==> src/imuf_pkg.sv <==
`default_nettype none
// ---------------------------------------------------------------------------
// imuf_pkg
// Types and constants shared by the IMU frame unpacker and gyro smoother.
// ---------------------------------------------------------------------------
package imuf_pkg;

    localparam int TAPS        = 5;   // moving average length, 1..8
    localparam int FRAME_BYTES = 14;
    localparam int HELD_BYTES  = FRAME_BYTES - 1;
    localparam int POS_W       = 4;
    localparam int HIST_D      = (TAPS > 1) ? TAPS - 1 : 1;

    // full-width sum of TAPS signed 16-bit samples
    localparam int SUM_W       = 16 + $clog2(TAPS);

    // divide by TAPS: magnitude times ceil(2^SHIFT / TAPS), exact for |sum| < 2^18
    localparam int RECIP_SHIFT = 22;
    localparam int RECIP_W     = RECIP_SHIFT + 1;
    localparam logic [RECIP_W-1:0] RECIP =
        RECIP_W'(((64'd1 << RECIP_SHIFT) + TAPS - 1) / TAPS);
    localparam int PROD_W      = SUM_W + RECIP_W;

    // frame queue between front and back
    localparam int FQ_DEPTH    = 2;
    localparam int FQ_PTR_W    = (FQ_DEPTH > 1) ? $clog2(FQ_DEPTH) : 1;
    localparam int FQ_CNT_W    = $clog2(FQ_DEPTH + 1);

    typedef struct packed {
        logic [7:0] raw_byte;
        logic       frame_start;
    } t_in_item;

    typedef struct packed {
        logic signed [15:0] accel_x;
        logic signed [15:0] accel_y;
        logic signed [15:0] accel_z;
        logic signed [15:0] temperature_raw;
        logic signed [15:0] gyro_x;
        logic signed [15:0] gyro_y;
        logic signed [15:0] gyro_z;
    } t_frame;

    typedef struct packed {
        logic signed [15:0] accel_x;
        logic signed [15:0] accel_y;
        logic signed [15:0] accel_z;
        logic signed [15:0] temperature_raw;
        logic signed [15:0] gyro_x;
        logic signed [15:0] gyro_y_smoothed;
        logic signed [15:0] gyro_z_smoothed;
    } t_result;

    // handshake between a queue and its consumer
    typedef struct packed {
        logic valid;
        logic take;
    } t_q_hs;

endpackage : imuf_pkg
`default_nettype wire

==> src/imuf_front.sv <==
`default_nettype none
// ---------------------------------------------------------------------------
// imuf_front
// Byte assembler: tracks the burst position, holds bytes 0..12 and emits a
// raw frame word set when byte 13 arrives.
// ---------------------------------------------------------------------------
module imuf_front
    import imuf_pkg::*;
(
    input  wire logic     i_clk,
    input  wire logic     i_rst_n,
    input  wire logic     i_accept,
    input  wire t_in_item i_item,
    output logic          o_frame_push,
    output t_frame        o_frame
);

    logic [POS_W-1:0] r_pos;
    logic [POS_W-1:0] n_pos;
    logic [POS_W-1:0] pos_eff;
    logic [7:0]       r_held [HELD_BYTES];
    logic             last_byte;

    assign pos_eff   = i_item.frame_start ? '0 : r_pos;
    assign last_byte = (pos_eff == POS_W'(HELD_BYTES));

    always_comb begin
        n_pos = r_pos;
        if (i_accept) begin
            n_pos = last_byte ? '0 : pos_eff + POS_W'(1);
        end
    end

    always_ff @(posedge i_clk) begin
        if (!i_rst_n) begin
            r_pos <= '0;
        end else begin
            r_pos <= n_pos;
        end
    end

    always_ff @(posedge i_clk) begin
        if (i_accept && !last_byte) begin
            r_held[pos_eff] <= i_item.raw_byte;
        end
    end

    assign o_frame_push = i_accept && last_byte;

    // big-endian words; byte 13 comes straight from the input
    assign o_frame.accel_x         = {r_held[0],  r_held[1]};
    assign o_frame.accel_y         = {r_held[2],  r_held[3]};
    assign o_frame.accel_z         = {r_held[4],  r_held[5]};
    assign o_frame.temperature_raw = {r_held[6],  r_held[7]};
    assign o_frame.gyro_x          = {r_held[8],  r_held[9]};
    assign o_frame.gyro_y          = {r_held[10], r_held[11]};
    assign o_frame.gyro_z          = {r_held[12], i_item.raw_byte};

    a_pos_range: assert property (@(posedge i_clk) disable iff (!i_rst_n)
        r_pos <= POS_W'(HELD_BYTES))
        else $error("byte position out of range");

    a_wrap_after_frame: assert property (@(posedge i_clk) disable iff (!i_rst_n)
        o_frame_push |=> r_pos == '0)
        else $error("position did not wrap after a frame");

endmodule : imuf_front
`default_nettype wire

==> src/imuf_fifo.sv <==
`default_nettype none
// ---------------------------------------------------------------------------
// imuf_fifo
// Short frame queue that decouples the byte assembler from the filter.
// ---------------------------------------------------------------------------
module imuf_fifo
    import imuf_pkg::*;
(
    input  wire logic   i_clk,
    input  wire logic   i_rst_n,
    input  wire logic   i_push,
    input  wire t_frame i_frame,
    output logic        o_full,
    input  wire t_q_hs  i_hs_take,
    output t_q_hs       o_hs,
    output t_frame      o_frame
);

    t_frame                r_mem [FQ_DEPTH];
    logic [FQ_PTR_W-1:0]   r_wp;
    logic [FQ_PTR_W-1:0]   r_rp;
    logic [FQ_CNT_W-1:0]   r_cnt;
    logic [FQ_CNT_W-1:0]   n_cnt;
    logic                  do_push;
    logic                  do_pop;

    function automatic logic [FQ_PTR_W-1:0] ptr_inc(input logic [FQ_PTR_W-1:0] p);
        ptr_inc = (p == FQ_PTR_W'(FQ_DEPTH - 1)) ? '0 : p + FQ_PTR_W'(1);
    endfunction

    assign o_full     = (r_cnt == FQ_CNT_W'(FQ_DEPTH));
    assign o_hs.valid = (r_cnt != '0);
    assign o_hs.take  = i_hs_take.take;
    assign o_frame    = r_mem[r_rp];

    assign do_push = i_push && !o_full;
    assign do_pop  = i_hs_take.take && o_hs.valid;

    always_comb begin
        n_cnt = r_cnt;
        if (do_push && !do_pop) begin
            n_cnt = r_cnt + FQ_CNT_W'(1);
        end else if (do_pop && !do_push) begin
            n_cnt = r_cnt - FQ_CNT_W'(1);
        end
    end

    always_ff @(posedge i_clk) begin
        if (!i_rst_n) begin
            r_wp  <= '0;
            r_rp  <= '0;
            r_cnt <= '0;
        end else begin
            r_cnt <= n_cnt;
            if (do_push) begin
                r_wp <= ptr_inc(r_wp);
            end
            if (do_pop) begin
                r_rp <= ptr_inc(r_rp);
            end
        end
    end

    always_ff @(posedge i_clk) begin
        if (do_push) begin
            r_mem[r_wp] <= i_frame;
        end
    end

    a_no_push_when_full: assert property (@(posedge i_clk) disable iff (!i_rst_n)
        i_push |-> !o_full)
        else $error("frame pushed into a full queue");

    a_pop_only_valid: assert property (@(posedge i_clk) disable iff (!i_rst_n)
        i_hs_take.take |-> o_hs.valid)
        else $error("frame taken from an empty queue");

endmodule : imuf_fifo
`default_nettype wire

==> src/imuf_back.sv <==
`default_nettype none
// ---------------------------------------------------------------------------
// imuf_back
// Gyro Y/Z moving average: stage A updates the histories and forms the
// full-width sums, stage B divides by the tap count and holds the result.
// ---------------------------------------------------------------------------
module imuf_back
    import imuf_pkg::*;
(
    input  wire logic   i_clk,
    input  wire logic   i_rst_n,
    input  wire t_q_hs  i_q_hs,
    input  wire t_frame i_frame,
    output t_q_hs       o_q_take,
    output logic        o_empty,
    input  wire logic   i_pop,
    output t_result     o_result
);

    logic signed [15:0]      r_hist_y [HIST_D];
    logic signed [15:0]      r_hist_z [HIST_D];

    // stage A
    logic                    r_a_vld;
    t_frame                  r_a_frame;
    logic signed [SUM_W-1:0] r_a_sum_y;
    logic signed [SUM_W-1:0] r_a_sum_z;
    logic signed [SUM_W-1:0] sum_y;
    logic signed [SUM_W-1:0] sum_z;

    // stage B / output
    logic                    r_o_vld;
    t_result                 r_out;
    logic signed [15:0]      avg_y;
    logic signed [15:0]      avg_z;

    logic                    adv_a;
    logic                    adv_b;

    function automatic logic signed [15:0] div_taps(input logic signed [SUM_W-1:0] s);
        logic              neg;
        logic [SUM_W-1:0]  mag;
        logic [PROD_W-1:0] prod;
        logic [15:0]       q;
        neg  = s[SUM_W-1];
        mag  = neg ? SUM_W'(-s) : SUM_W'(s);
        prod = PROD_W'(mag) * PROD_W'(RECIP);
        q    = prod[RECIP_SHIFT +: 16];
        div_taps = neg ? 16'(~q + 16'd1) : q;
    endfunction

    assign adv_b         = r_a_vld && (!r_o_vld || i_pop);
    assign adv_a         = i_q_hs.valid && (!r_a_vld || adv_b);
    assign o_q_take.valid = i_q_hs.valid;
    assign o_q_take.take  = adv_a;

    always_comb begin
        sum_y = SUM_W'(i_frame.gyro_y);
        sum_z = SUM_W'(i_frame.gyro_z);
        for (int i = 0; i < HIST_D; i++) begin
            if (i < TAPS - 1) begin
                sum_y = sum_y + SUM_W'(r_hist_y[i]);
                sum_z = sum_z + SUM_W'(r_hist_z[i]);
            end
        end
    end

    always_ff @(posedge i_clk) begin
        if (!i_rst_n) begin
            for (int i = 0; i < HIST_D; i++) begin
                r_hist_y[i] <= '0;
                r_hist_z[i] <= '0;
            end
        end else if (adv_a && TAPS > 1) begin
            for (int i = HIST_D - 1; i > 0; i--) begin
                r_hist_y[i] <= r_hist_y[i-1];
                r_hist_z[i] <= r_hist_z[i-1];
            end
            r_hist_y[0] <= i_frame.gyro_y;
            r_hist_z[0] <= i_frame.gyro_z;
        end
    end

    always_ff @(posedge i_clk) begin
        if (!i_rst_n) begin
            r_a_vld <= 1'b0;
            r_o_vld <= 1'b0;
        end else begin
            if (adv_a) begin
                r_a_vld <= 1'b1;
            end else if (adv_b) begin
                r_a_vld <= 1'b0;
            end
            if (adv_b) begin
                r_o_vld <= 1'b1;
            end else if (i_pop) begin
                r_o_vld <= 1'b0;
            end
        end
    end

    assign avg_y = div_taps(r_a_sum_y);
    assign avg_z = div_taps(r_a_sum_z);

    always_ff @(posedge i_clk) begin
        if (adv_a) begin
            r_a_frame <= i_frame;
            r_a_sum_y <= sum_y;
            r_a_sum_z <= sum_z;
        end
        if (adv_b) begin
            r_out.accel_x         <= r_a_frame.accel_x;
            r_out.accel_y         <= r_a_frame.accel_y;
            r_out.accel_z         <= r_a_frame.accel_z;
            r_out.temperature_raw <= r_a_frame.temperature_raw;
            r_out.gyro_x          <= r_a_frame.gyro_x;
            r_out.gyro_y_smoothed <= avg_y;
            r_out.gyro_z_smoothed <= avg_z;
        end
    end

    assign o_empty  = !r_o_vld;
    assign o_result = r_out;

    a_stage_a_holds: assert property (@(posedge i_clk) disable iff (!i_rst_n)
        r_a_vld && !adv_b |=> r_a_vld)
        else $error("stage A word dropped while stalled");

    a_out_loaded: assert property (@(posedge i_clk) disable iff (!i_rst_n)
        adv_b |=> r_o_vld)
        else $error("output register not loaded");

    a_hist_shift: assert property (@(posedge i_clk) disable iff (!i_rst_n)
        adv_a && TAPS > 1 |=> r_hist_y[0] == $past(i_frame.gyro_y))
        else $error("gyro Y history not updated");

endmodule : imuf_back
`default_nettype wire

==> src/imu_frame_unpack_gyro_smoother_core.sv <==
`default_nettype none
// ---------------------------------------------------------------------------
// imu_frame_unpack_gyro_smoother_core
// IMU burst unpacker with a moving average on the Y and Z gyro words.
//
// Input queue: push a byte with i_in_item while full is low. A set frame_start
// bit makes that byte byte 0 of a new burst; otherwise bytes fill positions
// 0..13 in order and wrap. One byte per cycle is taken while full is low.
// Output queue: when empty is low o_result holds the oldest frame; pop
// takes it. One result comes out per 14 bytes.
// The result of a burst passes, after its last byte is accepted, through the
// frame queue, the sum stage and the divide/output register, in that order.
// A two-entry frame queue plus the sum stage and the output register absorb
// output stalls; full rises only when the frame queue is full, i.e. once
// four frames are waiting behind a receiver that holds off pop.
// Reset (i_rst_n low, synchronous) zeros the byte position and the gyro
// histories and empties every stage; no clearing pass is needed.
// ---------------------------------------------------------------------------
module imu_frame_unpack_gyro_smoother_core
    import imuf_pkg::*;
(
    input  wire logic     i_clk,
    input  wire logic     i_rst_n,
    input  wire logic     push,
    output logic          full,
    input  wire t_in_item i_in_item,
    output logic          empty,
    input  wire logic     pop,
    output t_result       o_result
);

    logic   in_accept;
    logic   frame_push;
    t_frame front_frame;
    t_frame q_frame;
    t_q_hs  q_hs;
    t_q_hs  q_take;

    assign in_accept = push && !full;

    imuf_front u_front (
        .i_clk        (i_clk),
        .i_rst_n      (i_rst_n),
        .i_accept     (in_accept),
        .i_item       (i_in_item),
        .o_frame_push (frame_push),
        .o_frame      (front_frame)
    );

    imuf_fifo u_fifo (
        .i_clk     (i_clk),
        .i_rst_n   (i_rst_n),
        .i_push    (frame_push),
        .i_frame   (front_frame),
        .o_full    (full),
        .i_hs_take (q_take),
        .o_hs      (q_hs),
        .o_frame   (q_frame)
    );

    imuf_back u_back (
        .i_clk    (i_clk),
        .i_rst_n  (i_rst_n),
        .i_q_hs   (q_hs),
        .i_frame  (q_frame),
        .o_q_take (q_take),
        .o_empty  (empty),
        .i_pop    (pop),
        .o_result (o_result)
    );

endmodule : imu_frame_unpack_gyro_smoother_core
`default_nettype wire

==> config.mk <==
export PLATFORM = sky130hd
export DESIGN_NAME = imu_frame_unpack_gyro_smoother_core
export DESIGN_NICKNAME = d
export VERILOG_FILES = /design/src/imuf_pkg.sv /design/src/imuf_front.sv /design/src/imuf_fifo.sv /design/src/imuf_back.sv /design/src/imu_frame_unpack_gyro_smoother_core.sv
export SDC_FILE = /design/constraint.sdc
export NUM_CORES = 1
export LEC_CHECK = 0
export ABC_AREA = 1
export BUFFER_PORTS_ARGS = -buffer_cell sky130_fd_sc_hd__buf_2
export CORE_ASPECT_RATIO = 0.5
export CORE_MARGIN = 2
export CORE_UTILIZATION = 35
export CTS_CLUSTER_DIAMETER = 60
export DETAILED_ROUTE_END_ITERATION = 8
export PLACE_DENSITY = 0.58
export SLEW_MARGIN = 25
export SYNTH_ARGS = -nofsm -noshare
export SYNTH_HDL_FRONTEND = slang
export SYNTH_SLANG_ARGS = --single-unit
==> constraint.sdc <==
create_clock -name i_clk -period 9.6 [get_ports i_clk]
set_clock_uncertainty 0.1 [all_clocks]
set_input_delay 1.44 -clock i_clk [delete_from_list [all_inputs] [get_ports i_clk]]
set_output_delay 1.44 -clock i_clk [all_outputs]
set_load 0.05 [all_outputs]
==> parameters.txt, run 1 <==
Parameter                              Value

Timing
  Fin Setup TNS    0 ps
  Post-Route Hold Slack    304.2 ps
  Remaining max-slew budget at the tightest pin    0.3429
  Number of hold-slack violations in the final timing report    0
  Setup repair after global routing missed its margin    no
  Clock period minus worst slack    around 8200 ps
  Fin crit share    0.8544
  F_max    121.9 MHz
  Setup violators final    0
  Number of pins exceeding their max-slew limit in the final report    0
  Measured slew at the worst slew-check pin    985.6 ps

CTS
  Post-cts hold buffer count    0
  Clock latency reported for the late side of the worst-skew pair    650 ps
  Clock root buffer    sky130_fd_sc_hd__clkbuf_16
  Count of clock tree sinks    697
  Quantity of gates resized following cts    0
  TritonCTS clock tree    yes
  Clk slew on worst S/H paths    60 ps
  Number of levels the H-tree was split into    3
  Buffer depth of the longest clock path    3
  Number of buffers added by the clock tree synthesis step    70
  Post-CTS setup buffers    0

Job
  # Max-Cap Violations    0

Min path
  Hold_sp    u_back.r_a_frame[111]
  Class of the most critical hold timing path    reg2reg
  Worst hold path depth    0
  Worst Hold End    u_back.o_result[111]

Detailed routing
  Routed length on met1    approximately 46 mm
  Average vias per placed instance    4.548
  DRT Pass-1 Iters    6
  Met3 wirelength from detailed routing    between 3 and 4 mm
  Number of design-rule violations left by the first detailed-router iteration    1,745
  Total met2 wirelength after detailed routing    41.82 mm
  Post-detailed-route DRC marker count    0
  Final routed wirelength across all metal layers    around 93 mm
  Final antenna-violating net count    0
  Final routed wire length divided by cell count    approximately 17 µm
  Via Count    25,530
  Highest routed layer    met5

Logic synthesis
  Register area share after synthesis    0.4954
  Mapped Avg Cell Area    about 11 µm²
  Most instantiated flip-flop cell in the synthesis netlist    sky130_fd_sc_hd__edfxtp_1
  Register bit total from synthesis    697
  EDFF count, synth    686
  Netlist area before placement    42,020 µm²
  Cell types occupying the most area after synthesis    sky130_fd_sc_hd__edfxtp_1 (49%), sky130_fd_sc_hd__fa_1 (13%), sky130_fd_sc_hd__ha_1 (9.9%), sky130_fd_sc_hd__inv_1 (8.0%), sky130_fd_sc_hd__nand2_1 (4.3%)
  Area share of the leading cell type in the synthesized netlist    0.4902
  Count of mapped cells out of synthesis    3,788
  Synth Warn #    0
  Cell accounting for the most synthesized area    sky130_fd_sc_hd__edfxtp_1
  Async set or reset register ratio after synthesis    0
  Net count of the mapped netlist    between 4,000 and 5,000
  Number of distinct library cells after synthesis    57

Setup path
  Crit path DAT    about 8500 ps
  Critical Path Source Type    flop
  Reg2Reg Launch Point    u_back.r_a_sum_z[0]
  Most Frequent Cell on Critical Path    sky130_fd_sc_hd__inv_1
  Reg2reg setup slack    1400 ps
  Endpoint of the lowest-slack register-to-register path    u_back.o_result[12]
  Worst R2R Path Depth    33
  Setup crit end kind    flop
  Category of the critical setup timing path    reg2reg
  Worst path max stage delay    560 ps
  Max stage delay cell, worst path    sky130_fd_sc_hd__fa_1
  Critical path fanouts, max    5
  Required time at the endpoint of the critical path    9870 ps

GRT
  Overall track demand over capacity in global routing    0.1524
  Total gr overflow    0
  Initial antenna violation count    2
  Global-route wire length before repair    between 100 and 150 mm
  Pin count of the biggest net entering global routing    84
  Number of global-route vias before repair    26,180

Finish
  Commonest non-fill, non-tap cell in the layout    sky130_fd_sc_hd__inv_1
  Post-layout nets    4,581
  Total of fill cells in the finished design    11,380
  Area of all sequential standard cells    20,820 µm²
  Layout cells sized above 1    0.09871
  Area growth, synth to finish    12.01%
  Ant. Diodes    0
  Multi-input combinational cell area    17,730 µm²
  Highest-count cells in the layout ignoring fill and taps    sky130_fd_sc_hd__inv_1 (892), sky130_fd_sc_hd__edfxtp_1 (686), sky130_fd_sc_hd__nand2_1 (484), sky130_fd_sc_hd__ha_1 (331), sky130_fd_sc_hd__nor2_1 (314)

Place
  Post-DP HPWL    70.38 mm
  Global placer's final weighted congestion    0.9038
  Number of port buffers    126

Floorplan
  Area of the placeable core    ~120,000 µm²
  Floorplan die area    123,000 µm²
  Std-Cell Rows    89
  Die Wd    494.0 µm
  Number of placed I/O pins    127
  Initial cell density of the core    0.3547
  Die Span Y    ~250 µm

Outcome
  Result of the run    complete, no violations
Yosys cell counts, drive strengths merged, types with 12 or more instances:
library cell / n
nand2: 500
a21o: 12
xnor2: 40
a21boi: 12
a31oi: 14
a21oi: 149
nor2: 336
fa: 270
nand3b: 17
clkbuf: 33
inv: 896
nand4: 15
ha: 331
edfxtp: 686
o21ai: 127
nor3: 31
nand3: 95
xor2: 79
mux2: 80
state kept, by name, summed over array words and instances, names as in the netlist, named ones only:
signal,cells
u_back.r_a_frame,80
u_back.r_hist_z,64
u_back.o_result,112
u_back.r_o_vld,1
u_back.r_a_sum_z,19
u_back.r_a_vld,1
u_fifo.r_wp,1
u_front.r_pos,4
u_fifo.r_rp,1
u_front.r_held,104
u_back.r_a_sum_y,19
u_back.r_hist_y,64
u_fifo.r_cnt,2
u_fifo.r_mem,224
metal layers:
| metal | track usage | up-vias |
|---|---|---|
| li1 | - | 12590 |
| met4 | 0.03320 | 4 |
| met3 | 0.02234 | 92 |
| met2 | 0.2390 | 442 |
| met5 | 0 | - |
| met1 | 0.2231 | 12410 |
cell families (layout without fill, tap and decap cells):
kind of cell             after synthesis  after routing  synth area share
AND/OR/NAND/NOR                     1010           1010            0.1007
other                                  2              2         0.0001787
flip-flops                           697            697            0.4954
multiplexers                          80             80           0.02144
AO/OA/AOI/OAI                        346            346           0.04630
XOR/XNOR                             119            119           0.02516
adder cells (fa/ha/maj)              601            601            0.2272
buffers and inverters                933           1167           0.08363
worst max-delay path, delay by kind of cell (launching register included):
kind / cells / cell delay (ps)
fa+ha+maj: 9 / 3830
simple gates: 12 / 1380
compound gates: 4 / 930
buf+inv: 6 / 620
xor+xnor: 2 / 610
flops: 1 / 470
stage by stage:
stage | area (µm²) | util | cells | setup slack, ps
floorplan | 42020 | - | 3788 | 2003
global placement | 44670 | 0.3770 | 5485 | 1528
detailed placement | 44690 | 0.3772 | 5486 | 1333
CTS | 47050 | 0.3971 | 5613 | 1308
global route | 47070 | 0.3973 | 5614 | 751.9
finish | 47070 | 0.3973 | 5614 | 1398
worst max path at each step:
| stage | start | endpoint |
|---|---|---|
| after floorplan | pop | u_back.o_result[0] |
| after global placement | u_back.r_a_sum_z[0] | u_back.o_result[12] |
| after detailed placement | u_back.r_a_sum_z[0] | u_back.o_result[14] |
| after CTS | u_back.r_a_sum_z[0] | u_back.o_result[12] |
| after global routing | u_back.r_a_sum_z[0] | u_back.o_result[14] |
| final | u_back.r_a_sum_z[0] | u_back.o_result[12] |
final cells by class:
type,instances,share of cell area
clock buffers,77,0.03777
clock inverters,50,0.01236
inverters,896,0.07156
multi-input cells,2158,0.3767
flip-flops and latches,697,0.4424
well taps,1592,0.04232
repair buffers,144,0.01693
Power of run 1 is left out: the tool's default activity adds up to more than one toggle a clock period on the data nets, which glitch-free logic cannot reach.
==> run 2, diff against run 1 <==
--- a/config.mk
+++ b/config.mk
@@ -5,14 +5,13 @@
 export SDC_FILE = /design/constraint.sdc
 export NUM_CORES = 1
 export LEC_CHECK = 0
-export ABC_AREA = 1
-export BUFFER_PORTS_ARGS = -buffer_cell sky130_fd_sc_hd__buf_2
 export CORE_ASPECT_RATIO = 0.5
 export CORE_MARGIN = 2
 export CORE_UTILIZATION = 35
 export CTS_CLUSTER_DIAMETER = 60
 export DETAILED_ROUTE_END_ITERATION = 8
-export PLACE_DENSITY = 0.58
+export DONT_BUFFER_PORTS = 1
+export PLACE_DENSITY = 0.57
 export SLEW_MARGIN = 25
 export SYNTH_ARGS = -nofsm -noshare
 export SYNTH_HDL_FRONTEND = slang
==> parameters.txt, run 2 <==
Parameter                              Value

Finish
  Total of fill cells in the finished design    10,520
  Highest-count cells in the layout ignoring fill and taps    sky130_fd_sc_hd__edfxtp_1 (686), sky130_fd_sc_hd__inv_1 (573), sky130_fd_sc_hd__ha_1 (331), sky130_fd_sc_hd__fa_1 (269), sky130_fd_sc_hd__mux2_2 (114)
  Area growth, synth to finish    10.98%
  Largest Register    u_fifo.r_mem
  Commonest non-fill, non-tap cell in the layout    sky130_fd_sc_hd__edfxtp_1
  Number of flip-flops in the largest register    224
  Layout cells sized above 1    0.1010
  Post-layout nets    3,612
  Ant. Diodes    0

Timing
  Number of hold-slack violations in the final timing report    0
  F_max    108.5 MHz
  Fin worst setup slack    379.8 ps
  Remaining max-slew budget at the tightest pin    0.3090
  Measured slew at the worst slew-check pin    1026 ps
  Fin crit share    0.9604
  Number of pins exceeding their max-slew limit in the final report    0
  Setup violators final    0
  Fin Setup TNS    0 ps
  Clock period minus worst slack    9220 ps

CTS
  Number of buffers added by the clock tree synthesis step    69
  Post-cts hold buffer count    0
  Clock root buffer    sky130_fd_sc_hd__clkbuf_16
  Clk slew on worst S/H paths    60 ps
  Number of levels the H-tree was split into    3
  Buffer depth of the longest clock path    3
  TritonCTS clock tree    yes
  Count of clock tree sinks    697
  Clock latency reported for the late side of the worst-skew pair    between 600 and 700 ps

Place
  Worst setup slack before clock tree synthesis    approximately 84 ps
  Global placer's final weighted congestion    0.8481
  Post-DP HPWL    55.83 mm
  Number of port buffers    0

Logic synthesis
  Count of mapped cells out of synthesis    2,955
  Netlist area before placement    39,790 µm²
  Net count of the mapped netlist    between 3,000 and 4,000
  Cell accounting for the most synthesized area    sky130_fd_sc_hd__edfxtp_1
  Synth Warn #    0
  Mapped Avg Cell Area    13.47 µm²
  Most frequent cell after synthesis    sky130_fd_sc_hd__edfxtp_1
  Area share of the leading cell type in the synthesized netlist    0.5177
  Async set or reset register ratio after synthesis    0
  Register bit total from synthesis    697
  EDFF count, synth    686
  Cell types occupying the most area after synthesis    sky130_fd_sc_hd__edfxtp_1 (52%), sky130_fd_sc_hd__fa_1 (14%), sky130_fd_sc_hd__ha_1 (10%), sky130_fd_sc_hd__inv_1 (5.4%), sky130_fd_sc_hd__mux2_2 (3.2%)
  Most instantiated flip-flop cell in the synthesis netlist    sky130_fd_sc_hd__edfxtp_1
  Register area share after synthesis    0.5232
  Number of distinct library cells after synthesis    between 70 and 80
  Leading cell types by count after synthesis    sky130_fd_sc_hd__edfxtp_1 (686), sky130_fd_sc_hd__inv_1 (575), sky130_fd_sc_hd__ha_1 (331)

Setup path
  Required time at the endpoint of the critical path    9890 ps
  Most Frequent Cell on Critical Path    sky130_fd_sc_hd__inv_1
  Crit path DAT    approximately 9500 ps
  Critical Path Source Type    flop
  Worst path max stage delay    roughly 600 ps
  Setup crit end kind    flop
  Max stage delay cell, worst path    sky130_fd_sc_hd__fa_2
  Critical path fanouts, max    6
  Category of the critical setup timing path    reg2reg

GRT
  Initial antenna violation count    2
  Pin count of the biggest net entering global routing    105
  Global-route wire length before repair    approximately 130 mm
  Overall track demand over capacity in global routing    0.1373
  Number of global-route vias before repair    21,970
  Total gr overflow    0

Detailed routing
  Final routed wire length divided by cell count    17.28 µm
  Number of design-rule violations left by the first detailed-router iteration    1,371
  Post-detailed-route DRC marker count    0
  Average vias per placed instance    roughly 4.6
  DRT Pass-1 Iters    5
  Final routed wirelength across all metal layers    approximately 79 mm
  Final antenna-violating net count    0
  Via Count    roughly 21,000

Floorplan
  Number of placed I/O pins    127
  Initial cell density of the core    0.3532
  Std-Cell Rows    87
  Die Wd    480.8 µm
  Area of the placeable core    roughly 110,000 µm²
  Die Span Y    242.4 µm
  Floorplan die area    116,600 µm²

Outcome
  Result of the run    complete, no violations

Job
  # Max-Cap Violations    0

Min path
  Class of the most critical hold timing path    reg2reg
## run 2: changes by cell type in the layout (fill, tap and decap cells not counted), moves of 21 or more
| cell | delta |
|---|---|
| sky130_fd_sc_hd__a21o_1 | +21 |
| sky130_fd_sc_hd__nor2_1 | -203 |
| sky130_fd_sc_hd__o21ai_0 | -56 |
| sky130_fd_sc_hd__buf_2 | -126 |
| sky130_fd_sc_hd__nand3_1 | -69 |
| sky130_fd_sc_hd__xnor2_1 | +71 |
| sky130_fd_sc_hd__xor2_1 | -39 |
| sky130_fd_sc_hd__and3_1 | +109 |
| sky130_fd_sc_hd__a21oi_1 | -62 |
| sky130_fd_sc_hd__mux2_2 | +34 |
| sky130_fd_sc_hd__inv_1 | -319 |
| sky130_fd_sc_hd__nand2_1 | -406 |
## run 2: final timing paths
kind / start / end / slack, ps / depth (start not counted)
min: u_back.r_a_frame[101] / u_back.o_result[101] / 310 / 0
max reg2reg: u_back.r_a_sum_z[1] / u_back.o_result[15] / 380 / 33
max: u_back.r_a_sum_z[1] / u_back.o_result[15] / 380 / 33
min reg2reg: u_back.r_a_frame[101] / u_back.o_result[101] / 310 / 0
## run 2: layout make-up
cell class / count / area [µm²] / area share
Clock buffer: 76 / 1753 / 0.03970
Clock inverter: 48 / 496.7 / 0.01125
Inverter: 578 / 2175 / 0.04924
Multi-Input combinational cell: 1625 / 16810 / 0.3807
Sequential cell: 697 / 20820 / 0.4716
Tap cell: 1513 / 1893 / 0.04287
Timing Repair Buffer: 27 / 206.4 / 0.004675
## run 2: cells by family after synthesis
kind of cell	share of synthesized area
other cells	0.0001887
xor+xnor	0.03475
simple gates	0.05745
compound gates	0.05176
flops	0.5232
fa+ha+maj	0.2399
mux	0.03302
buf+inv	0.05971
## run 2: critical path: cells and delay by family (launching register included)
family | cells | cell delay (ps)
buffers and inverters | 6 | 490
AOI/OAI and AO/OA | 7 | 1660
adders and majority gates | 7 | 3190
DFF | 1 | 420
and+or+nand+nor | 10 | 2650
xor gates and xnor gates | 3 | 440
## run 2: metrics by stage
step	cell area [µm²]	utilization	hold slack, ps	std cells
after floorplan	39800	-	300.3	2955
after global placement	41710	0.3702	302.7	4438
after detailed placement	41730	0.3704	304.5	4438
after CTS	43980	0.3904	312.2	4562
after global routing	44160	0.3920	321.3	4564
final	44160	0.3920	310.0	4564
## run 2: routing by layer
metal,vias to the layer above,track usage,wire length (µm)
met5,-,0,0
met4,0,0.03246,1277
met3,89,0.02686,2914
met2,269,0.2151,36120
met1,10550,0.1958,38550
li1,10230,-,-
## run 2: what timing repair did
action                     in CTS  in global routing
resized for setup               0                 27
setup endpoints to repair       0                 16
buffers inserted                0                  2
Power of run 2 is left out for the same reason.
